<file path="src/hw/rtl/tlc_pkg.sv">
// Package for the traffic light controller: phase codes, lamp codes, register indexes,
// request and response payload types, and the fixed phase and lamp tables.
// No dependencies.
`timescale 1ns / 1ps

package tlc_pkg;

    localparam int DWELL_W   = 16;
    localparam int PHASE_W   = 4;
    localparam int LAMP_W    = 3;
    localparam int CFG_IDX_W = 2;
    localparam int SEL_W     = 3;

    localparam logic [CFG_IDX_W-1:0] CFG_DRIVE = 2'd0;
    localparam logic [CFG_IDX_W-1:0] CFG_FLASH = 2'd1;
    localparam logic [CFG_IDX_W-1:0] CFG_HOLD  = 2'd2;
    localparam logic [CFG_IDX_W-1:0] CFG_CLEAR = 2'd3;

    localparam logic [DWELL_W-1:0] DRIVE_DWELL_RST = 16'd200;
    localparam logic [DWELL_W-1:0] FLASH_DWELL_RST = 16'd25;
    localparam logic [DWELL_W-1:0] HOLD_DWELL_RST  = 16'd100;
    localparam logic [DWELL_W-1:0] CLEAR_DWELL_RST = 16'd50;

    localparam logic [PHASE_W-1:0] PH_DRIVE_S = 4'd0;
    localparam logic [PHASE_W-1:0] PH_SLOW_S  = 4'd1;
    localparam logic [PHASE_W-1:0] PH_DRIVE_W = 4'd2;
    localparam logic [PHASE_W-1:0] PH_SLOW_W  = 4'd3;
    localparam logic [PHASE_W-1:0] PH_WALK    = 4'd4;
    localparam logic [PHASE_W-1:0] PH_FLASH0  = 4'd5;
    localparam logic [PHASE_W-1:0] PH_FLASH1  = 4'd6;
    localparam logic [PHASE_W-1:0] PH_FLASH2  = 4'd7;
    localparam logic [PHASE_W-1:0] PH_FLASH3  = 4'd8;
    localparam logic [PHASE_W-1:0] PH_FLASH4  = 4'd9;
    localparam logic [PHASE_W-1:0] PH_FLASH5  = 4'd10;
    localparam logic [PHASE_W-1:0] PH_FLASH6  = 4'd11;
    localparam logic [PHASE_W-1:0] PH_HOLD    = 4'd12;
    localparam logic [PHASE_W-1:0] PH_HOLD_S  = 4'd13;
    localparam logic [PHASE_W-1:0] PH_HOLD_W  = 4'd14;
    localparam logic [PHASE_W-1:0] PH_HOLD_P  = 4'd15;

    localparam logic [LAMP_W-1:0] LAMP_GREEN  = 3'd1;
    localparam logic [LAMP_W-1:0] LAMP_YELLOW = 3'd2;
    localparam logic [LAMP_W-1:0] LAMP_RED    = 3'd4;
    localparam logic [LAMP_W-1:0] WALK_OFF    = 3'd0;
    localparam logic [LAMP_W-1:0] WALK_RED    = 3'd1;
    localparam logic [LAMP_W-1:0] WALK_WHITE  = 3'd7;

    typedef enum logic [1:0] {
        DW_DRIVE,
        DW_FLASH,
        DW_HOLD,
        DW_CLEAR
    } t_dwell_class;

    typedef struct packed {
        logic west_car;
        logic south_car;
        logic walk_request;
    } t_req;

    typedef struct packed {
        logic [LAMP_W-1:0]  south_lamp;
        logic [LAMP_W-1:0]  west_lamp;
        logic [LAMP_W-1:0]  walk_lamp;
        logic [PHASE_W-1:0] phase_number;
        logic               phase_changed;
    } t_rsp;

    function automatic t_dwell_class dwell_class(input logic [PHASE_W-1:0] phase);
        t_dwell_class cls;
        unique case (phase) inside
            [PH_DRIVE_S:PH_WALK]:   cls = DW_DRIVE;
            [PH_FLASH0:PH_FLASH6]:  cls = DW_FLASH;
            PH_HOLD:                cls = DW_HOLD;
            default:                cls = DW_CLEAR;
        endcase
        return cls;
    endfunction

    function automatic logic [PHASE_W-1:0] next_phase(input logic [PHASE_W-1:0] phase,
                                                      input logic [SEL_W-1:0]   sel);
        logic [PHASE_W-1:0] nxt;
        unique case (phase)
            PH_DRIVE_S: begin
                case (sel) inside
                    3'd0, 3'd2: nxt = PH_DRIVE_S;
                    default:    nxt = PH_SLOW_S;
                endcase
            end
            PH_SLOW_S:  nxt = PH_HOLD_S;
            PH_DRIVE_W: begin
                case (sel) inside
                    3'd0, 3'd4: nxt = PH_DRIVE_W;
                    default:    nxt = PH_SLOW_W;
                endcase
            end
            PH_SLOW_W:  nxt = PH_HOLD_W;
            PH_WALK: begin
                case (sel) inside
                    3'd0, 3'd1: nxt = PH_WALK;
                    default:    nxt = PH_FLASH0;
                endcase
            end
            PH_FLASH0:  nxt = PH_FLASH1;
            PH_FLASH1:  nxt = PH_FLASH2;
            PH_FLASH2:  nxt = PH_FLASH3;
            PH_FLASH3:  nxt = PH_FLASH4;
            PH_FLASH4:  nxt = PH_FLASH5;
            PH_FLASH5:  nxt = PH_FLASH6;
            PH_FLASH6:  nxt = PH_HOLD_P;
            PH_HOLD: begin
                case (sel) inside
                    3'd1:             nxt = PH_WALK;
                    3'd4, 3'd5, 3'd6: nxt = PH_DRIVE_W;
                    default:          nxt = PH_DRIVE_S;
                endcase
            end
            PH_HOLD_S: begin
                case (sel) inside
                    3'd2:       nxt = PH_DRIVE_S;
                    3'd3, 3'd7: nxt = PH_WALK;
                    default:    nxt = PH_HOLD;
                endcase
            end
            PH_HOLD_W: begin
                case (sel) inside
                    3'd5:    nxt = PH_WALK;
                    3'd6:    nxt = PH_DRIVE_S;
                    default: nxt = PH_HOLD;
                endcase
            end
            default: begin
                case (sel) inside
                    3'd7:    nxt = PH_DRIVE_W;
                    default: nxt = PH_HOLD;
                endcase
            end
        endcase
        return nxt;
    endfunction

    function automatic logic [LAMP_W-1:0] south_lamp_of(input logic [PHASE_W-1:0] phase);
        logic [LAMP_W-1:0] lamp;
        case (phase)
            PH_DRIVE_S: lamp = LAMP_GREEN;
            PH_SLOW_S:  lamp = LAMP_YELLOW;
            default:    lamp = LAMP_RED;
        endcase
        return lamp;
    endfunction

    function automatic logic [LAMP_W-1:0] west_lamp_of(input logic [PHASE_W-1:0] phase);
        logic [LAMP_W-1:0] lamp;
        case (phase)
            PH_DRIVE_W: lamp = LAMP_GREEN;
            PH_SLOW_W:  lamp = LAMP_YELLOW;
            default:    lamp = LAMP_RED;
        endcase
        return lamp;
    endfunction

    function automatic logic [LAMP_W-1:0] walk_lamp_of(input logic [PHASE_W-1:0] phase);
        logic [LAMP_W-1:0] lamp;
        case (phase) inside
            PH_WALK:                         lamp = WALK_WHITE;
            PH_FLASH1, PH_FLASH3, PH_FLASH5: lamp = WALK_OFF;
            default:                         lamp = WALK_RED;
        endcase
        return lamp;
    endfunction

endpackage

</file>
<file path="src/hw/rtl/tlc_req_if.sv">
// Request channel of the traffic light controller: one sensor tick per request.
// Depends on tlc_pkg for the payload type.
`timescale 1ns / 1ps

interface tlc_req_if;
    logic          valid;
    logic          ready;
    tlc_pkg::t_req data;

    modport source (output valid, output data, input ready);
    modport sink   (input valid, input data, output ready);
endinterface

</file>
<file path="src/hw/rtl/tlc_rsp_if.sv">
// Response channel of the traffic light controller: lamp codes and phase per tick.
// Depends on tlc_pkg for the payload type.
`timescale 1ns / 1ps

interface tlc_rsp_if;
    logic          valid;
    logic          ready;
    tlc_pkg::t_rsp data;

    modport source (output valid, output data, input ready);
    modport sink   (input valid, input data, output ready);
endinterface

</file>
<file path="src/hw/rtl/traffic_light_controller.sv">
// Traffic light controller: Moore phase machine for a two-road crossing with a walk signal.
// Path: a request accepted into the input register passes the phase and dwell update into the
// output register and is presented as a response from there; a stalled output holds it back.
// Throughput: one request per cycle; the input register, phase and dwell update, and the
// output register form a two-stage pipeline that advances whenever the output is free.
// Reset clears both stages, sets drive south, a zero dwell count and default dwell times.
`timescale 1ns / 1ps

module traffic_light_controller (
    input  logic                             i_clk,
    input  logic                             i_rst_n,
    tlc_req_if.sink                          i_req,
    tlc_rsp_if.source                        o_rsp,
    input  logic                             i_cfg_we,
    input  logic [tlc_pkg::CFG_IDX_W-1:0]    i_cfg_idx,
    input  logic [tlc_pkg::DWELL_W-1:0]      i_cfg_data
);
    import tlc_pkg::*;

    logic [DWELL_W-1:0] r_drive_dwell;
    logic [DWELL_W-1:0] r_flash_dwell;
    logic [DWELL_W-1:0] r_hold_dwell;
    logic [DWELL_W-1:0] r_clear_dwell;

    logic [PHASE_W-1:0] r_phase;
    logic [PHASE_W-1:0] n_phase;
    logic [DWELL_W-1:0] r_count;
    logic [DWELL_W-1:0] n_count;

    logic               r_in_valid;
    t_req               r_in;
    logic               r_out_valid;
    t_rsp               r_out;
    t_rsp               n_out;

    logic               w_adv;
    logic [SEL_W-1:0]   w_sel;
    logic [DWELL_W-1:0] w_dwell;
    logic [DWELL_W:0]   w_spent;
    logic               w_done;

    assign w_adv       = r_in_valid && (!r_out_valid || o_rsp.ready);
    assign i_req.ready = !r_in_valid || w_adv;
    assign o_rsp.valid = r_out_valid;
    assign o_rsp.data  = r_out;

    always_ff @(posedge i_clk) begin
        if (!i_rst_n) begin
            r_drive_dwell <= DRIVE_DWELL_RST;
            r_flash_dwell <= FLASH_DWELL_RST;
            r_hold_dwell  <= HOLD_DWELL_RST;
            r_clear_dwell <= CLEAR_DWELL_RST;
        end else if (i_cfg_we) begin
            unique case (i_cfg_idx)
                CFG_DRIVE: r_drive_dwell <= i_cfg_data;
                CFG_FLASH: r_flash_dwell <= i_cfg_data;
                CFG_HOLD:  r_hold_dwell  <= i_cfg_data;
                CFG_CLEAR: r_clear_dwell <= i_cfg_data;
                default: begin
                end
            endcase
        end
    end

    always_comb begin
        w_sel = {r_in.west_car, r_in.south_car, r_in.walk_request};
        case (dwell_class(r_phase))
            DW_DRIVE: w_dwell = r_drive_dwell;
            DW_FLASH: w_dwell = r_flash_dwell;
            DW_HOLD:  w_dwell = r_hold_dwell;
            default:  w_dwell = r_clear_dwell;
        endcase
        w_spent = {1'b0, r_count} + {{DWELL_W{1'b0}}, 1'b1};
        w_done  = w_spent >= {1'b0, w_dwell};
        if (w_done) begin
            n_phase = next_phase(r_phase, w_sel);
            n_count = '0;
        end else begin
            n_phase = r_phase;
            n_count = w_spent[DWELL_W-1:0];
        end
        n_out.south_lamp    = south_lamp_of(n_phase);
        n_out.west_lamp     = west_lamp_of(n_phase);
        n_out.walk_lamp     = walk_lamp_of(n_phase);
        n_out.phase_number  = n_phase;
        n_out.phase_changed = w_done;
    end

    always_ff @(posedge i_clk) begin
        if (!i_rst_n) begin
            r_in_valid  <= 1'b0;
            r_out_valid <= 1'b0;
            r_phase     <= PH_DRIVE_S;
            r_count     <= '0;
        end else begin
            if (i_req.ready) begin
                r_in_valid <= i_req.valid;
            end
            if (w_adv) begin
                r_out_valid <= 1'b1;
                r_phase     <= n_phase;
                r_count     <= n_count;
            end else if (o_rsp.ready) begin
                r_out_valid <= 1'b0;
            end
        end
    end

    always_ff @(posedge i_clk) begin
        if (i_req.valid && i_req.ready) begin
            r_in <= i_req.data;
        end
        if (w_adv) begin
            r_out <= n_out;
        end
    end

    a_hold_phase: assert property (@(posedge i_clk) disable iff (!i_rst_n)
        (w_adv && !w_done) |=> (r_phase == $past(r_phase)))
        else $error("phase moved before its dwell ended");

    a_count_zero: assert property (@(posedge i_clk) disable iff (!i_rst_n)
        w_adv |=> (r_out.phase_changed == (r_count == '0)))
        else $error("dwell count and phase change flag disagree");

    a_count_range: assert property (@(posedge i_clk) disable iff (!i_rst_n)
        r_count != {DWELL_W{1'b1}})
        else $error("dwell count reached its full range");

    a_no_conflict: assert property (@(posedge i_clk) disable iff (!i_rst_n)
        r_out_valid |-> !(r_out.south_lamp == LAMP_GREEN && r_out.west_lamp == LAMP_GREEN))
        else $error("both roads show green");

endmodule

</file>
<file path="src/flat_wrapper.sv">
// flat-port wrapper written by rule: the top's interface ports become plain ports
module traffic_light_controller_flat import tlc_pkg::*;
  (i_clk, i_rst_n, i_cfg_we, i_cfg_idx, i_cfg_data, i_req_valid, i_req_data, i_req_ready, o_rsp_valid, o_rsp_data, o_rsp_ready);
  tlc_req_if i_req_i ();
  tlc_rsp_if o_rsp_i ();
  input  logic i_clk;
  input  logic i_rst_n;
  input  logic i_cfg_we;
  input  logic [tlc_pkg::CFG_IDX_W-1:0] i_cfg_idx;
  input  logic [tlc_pkg::DWELL_W-1:0] i_cfg_data;
  input wire logic [$bits(i_req_i.valid)-1:0] i_req_valid;
  input wire logic [$bits(i_req_i.data)-1:0] i_req_data;
  output wire logic [$bits(i_req_i.ready)-1:0] i_req_ready;
  output wire logic [$bits(o_rsp_i.valid)-1:0] o_rsp_valid;
  output wire logic [$bits(o_rsp_i.data)-1:0] o_rsp_data;
  input wire logic [$bits(o_rsp_i.ready)-1:0] o_rsp_ready;
  assign i_req_i.valid = i_req_valid;
  assign i_req_i.data = i_req_data;
  assign i_req_ready = i_req_i.ready;
  assign o_rsp_valid = o_rsp_i.valid;
  assign o_rsp_data = o_rsp_i.data;
  assign o_rsp_i.ready = o_rsp_ready;
  traffic_light_controller u_core (.i_clk(i_clk), .i_rst_n(i_rst_n), .i_req(i_req_i), .o_rsp(o_rsp_i), .i_cfg_we(i_cfg_we), .i_cfg_idx(i_cfg_idx), .i_cfg_data(i_cfg_data));
endmodule
</file>
<file path="config.mk">
export PLATFORM = sky130hd
export DESIGN_NAME = traffic_light_controller_flat
export DESIGN_NICKNAME = d
export VERILOG_FILES = /design/src/hw/rtl/tlc_pkg.sv /design/src/hw/rtl/tlc_req_if.sv /design/src/hw/rtl/tlc_rsp_if.sv /design/src/hw/rtl/traffic_light_controller.sv /design/src/flat_wrapper.sv
export SDC_FILE = /design/constraint.sdc
export NUM_CORES = 1
export LEC_CHECK = 0
export BUFFER_PORTS_ARGS = -buffer_cell sky130_fd_sc_hd__buf_2
export CAP_MARGIN = 20
export CORE_UTILIZATION = 49
export DETAILED_ROUTE_END_ITERATION = 8
export PLACE_DENSITY = 0.67
export RECOVER_POWER = 25
export SKIP_CTS_REPAIR_TIMING = 1
export SYNTH_ARGS = -nofsm -noshare
export SYNTH_HDL_FRONTEND = slang
export SYNTH_SLANG_ARGS = --single-unit
</file>
<file path="constraint.sdc">
create_clock -name i_clk -period 5.17 [get_ports i_clk]
set_input_delay 1.034 -clock i_clk [delete_from_list [all_inputs] [get_ports i_clk]]
set_output_delay 1.034 -clock i_clk [all_outputs]
set_load 0.1 [all_outputs]
</file>
==> flow_summary.json <==
{
  "cts_buffers": 9,
  "synth_cell_type_count": 60,
  "setup_viol": 0,
  "grt_max_degree": 60,
  "drc": 0,
  "violations": "capacitance limit, slew limit",
  "cts_sinks": 102,
  "peakVddDrop_v": 0.000179,
  "synth_compound_area_share_pct": 18.6,
  "first_iter_violations": 284,
  "finalPower_mw": 1.47,
  "grt_usage_pct": 24.0,
  "htree_levels": 3,
  "first_pass_iters": 5,
  "register_area_um2": 2200,
  "core_um2": 9950,
  "final_max_slew_viol_count": 60,
  "die_y_um": 104,
  "async_reset_ff_share_pct": 0,
  "synth_most_common_cell": "nand2_1",
  "fmax_mhz": 225,
  "min_from": "u_core.r_clear_dwell[11]$_SDFFE_PN0P_",
  "cp-start-kind": "flip-flop",
  "ys_ff_latch": 102,
  "tightest_slew_ns": 2.69,
  "fin_skew_ns": 0.0149,
  "synth_top_cell_by_area": "dfxtp_1",
  "rsz0062_at_grt": "no",
  "wl_met1_um": 5950,
  "grt_overflow_total": 0,
  "clock_path_buffers": 2,
  "root_buffer": "clkbuf_8",
  "hold_violations": 0,
  "viasPerCell": 5.77,
  "wl_met3_um": 503,
  "synth_area_leaders": "dfxtp_1, nand2_1, edfxtp_1",
  "dr_total_vias": 4621,
  "p_int_mw": 1.07,
  "synth_xor_area_share_pct": 2.73,
  "wl_per_cell_um": 15.7,
  "area_delta_synth_final_pct": 8.89,
  "yosysWarnings": 0,
  "finalCritPeriodShare_pct": 86.1,
  "regToRegSetupSlack_ns": 0.72,
  "ant_nets": 0,
  "ys_seq_area_share_pct": 43.0,
  "p_clk_share_pct": 33.4,
  "power_frac_comb_pct": 9.3,
  "power_density_nw_per_um2": 264,
  "clk_pin_slew_ns": 0.10,
  "arrival_ns": 4.58,
  "critPathKind": "reg2reg",
  "fill_cells": 961,
  "hold_ws_ns": 0.456,
  "cts_tree": "built",
  "ff2ff_path_depth": 16,
  "synth-adder-area-share_pct": 4.15,
  "drive_above_1_share_pct": 11.5,
  "synth_top_family_by_area": "simple AND/OR/NAND/NOR gates",
  "r2r_start": "u_core.r_phase[2]$_SDFFE_PN0P_",
  "place_hpwl_um": 8380,
  "nets": 706,
  "p_sw_mw": 0.401,
  "ioPinCount": 42,
  "grt_pass1_vias": 4229,
  "multi_input_area_um2": 2700,
  "min_path_cells": 2,
  "dp_cells": 783,
  "insertion_delay_ns": 0.38,
  "synth_mux_area_share_pct": 0.635,
  "crit_fanout": 23,
  "netlist_area_um2": 5120,
  "worstPathRequired_ns": 5.30,
  "grt_pass1_wl_um": 20900,
  "p_leak_nw": 2.07,
  "synth_edf_count": 16,
  "seqPwrFrac_pct": 57.2,
  "place.gp.congestion": 0.825,
  "wl_met2_um": 6010,
  "yosysTopAreaCellShare_pct": 33.6,
  "core.rowCount": 36,
  "synthTopCellsByCount": "nand2_1, dfxtp_1, a21oi_1, nand3_1, clkbuf_1",
  "ys.flop_type": "dfxtp_1",
  "slew_headroom_pct": -79.5,
  "port_buffers": 41,
  "diodes": 0,
  "chipWidth_um": 104,
  "final.min_clock_period_ns": 4.45,
  "avgSynthCellArea_um2": 7.93,
  "wl_um": 12600,
  "swShare_pct": 27.2,
  "hold_path_end": "u_core.r_clear_dwell[11]$_SDFFE_PN0P_",
  "cp-end-kind": "flip-flop",
  "holdCritPathClass": "reg2reg",
  "setup_tns_ns": 0,
  "status": "finished with violations",
  "synth_cells": 646,
  "maxCapViolCount": 1,
  "finalNonFillerCells": 801,
  "initial_utilization_pct": 51.5,
  "yosys.area_share.simple_pct": 26.4,
  "syn_nets": 689,
  "top_layer": "met4",
  "die-area_um2": 10900,
  "antenna_found_initial": 0,
  "rr_endpoint": "u_core.o_rsp.data[5]$_SDFFCE_PN1P_"
}
==> area by class of cell <==
type	count	share of cell area, %
multi-input combinational	488	48.4
sequential	102	39.5
timing repair buffer	52	5.09
tap	133	2.98
clock buffer	11	2.71
clock inverter	5	0.717
inverter	10	0.673
==> kinds of logic after synthesis <==
family,Yosys count
simple gates,296
fa+ha+maj,17
compound gates,156
buf+inv,56
mux,3
xor+xnor,16
flops,102
==> how the worst max path moves through the flow <==
stage	startpoint	end	slack, ns	cells after the start
floorplan	u_core.r_phase[1]$_SDFFE_PN0P_	u_core.o_rsp.data[13]$_DFFE_PP_	1.10	16
global placement	u_core.r_phase[2]$_SDFFE_PN0P_	u_core.o_rsp.data[5]$_SDFFCE_PN1P_	0.82	15
detailed placement	u_core.r_phase[2]$_SDFFE_PN0P_	u_core.o_rsp.data[5]$_SDFFCE_PN1P_	0.70	15
CTS	u_core.r_phase[2]$_SDFFE_PN0P_	u_core.o_rsp.data[5]$_SDFFCE_PN1P_	0.67	15
global route	u_core.r_phase[2]$_SDFFE_PN0P_	u_core.o_rsp.data[5]$_SDFFCE_PN1P_	0.44	17
finish	u_core.r_phase[2]$_SDFFE_PN0P_	u_core.o_rsp.data[5]$_SDFFCE_PN1P_	0.72	16
==> state kept, by name, indices dropped and copies added, names as in the netlist <==
signal                cells
u_core.o_rsp.data        13
u_core.o_rsp.valid        1
u_core.r_clear_dwell     16
u_core.r_count           16
u_core.r_drive_dwell     16
u_core.r_flash_dwell     16
u_core.r_hold_dwell      16
u_core.r_in               3
u_core.r_in_valid         1
u_core.r_phase            4
==> cell usage in the layout (no fill, tap or decap), types with 4 or more instances in the layout <==
master    Yosys  layout
a21oi_1      72      72
a22oi_1      16      16
a311oi_1      4       4
a31oi_1       9       9
buf_2         0      38
buf_4         2       6
clkbuf_1     42       6
clkbuf_8      0      11
dfxtp_1      86      86
edfxtp_1     16      16
ha_1         17      17
inv_1         8       8
nand2_1     170     170
nand2b_1      6       6
nand3_1      49      49
nand4_1       6       6
nor2_1       18      18
nor2b_1       6       6
nor3_1        5       5
o21ai_0      27      26
o22ai_1       6       6
or2_2         4       4
or3_1         7       7
or4_1         5       5
xnor2_1       9       9
xor2_1        7       7
==> power by group through the flow <==
stage	clock network, mW	logic (mW)	registers [mW]
floorplan	0	0.0758	0.880
global placement	0	0.134	0.861
detailed placement	0	0.138	0.862
CTS	0.497	0.138	0.843
global route	0.529	0.151	0.847
finish	0.493	0.137	0.844
==> critical path: stages, from the launching register on <==
cell and delay (ns):
dfxtp_1 0.66, and2_1 0.21, buf_4 0.27, o21ai_2 0.22
buf_8 0.24, nand3_1 0.07, o21ai_0 0.10, ha_1 0.31
nand4_1 0.11, or4b_2 0.65, o211ai_1 0.19, a2111oi_4 0.13
buf_4 0.24, inv_2 0.08, buf_4 0.24, a32oi_2 0.14
a311o_1 0.33
==> metrics by stage <==
stage / area (um^2) / util (%) / setup slack, ns
finish: 5580 / 56.1 / 0.719
global route: 5580 / 56.1 / 0.436
CTS: 5580 / 56.0 / 0.666
detailed placement: 5390 / 54.1 / 0.699
global placement: 5360 / 53.9 / 0.815
floorplan: 5120 / - / 1.10
==> per-layer routing <==
layer / global-route usage (%) / vias to the layer above
met4: 6.12 / 0
met5: 0 / -
met2: 39.2 / 98
met1: 32.6 / 2211
li1: - / 2302
met3: 4.32 / 10
No activity file was read; power rests on OpenSTA's default activity.
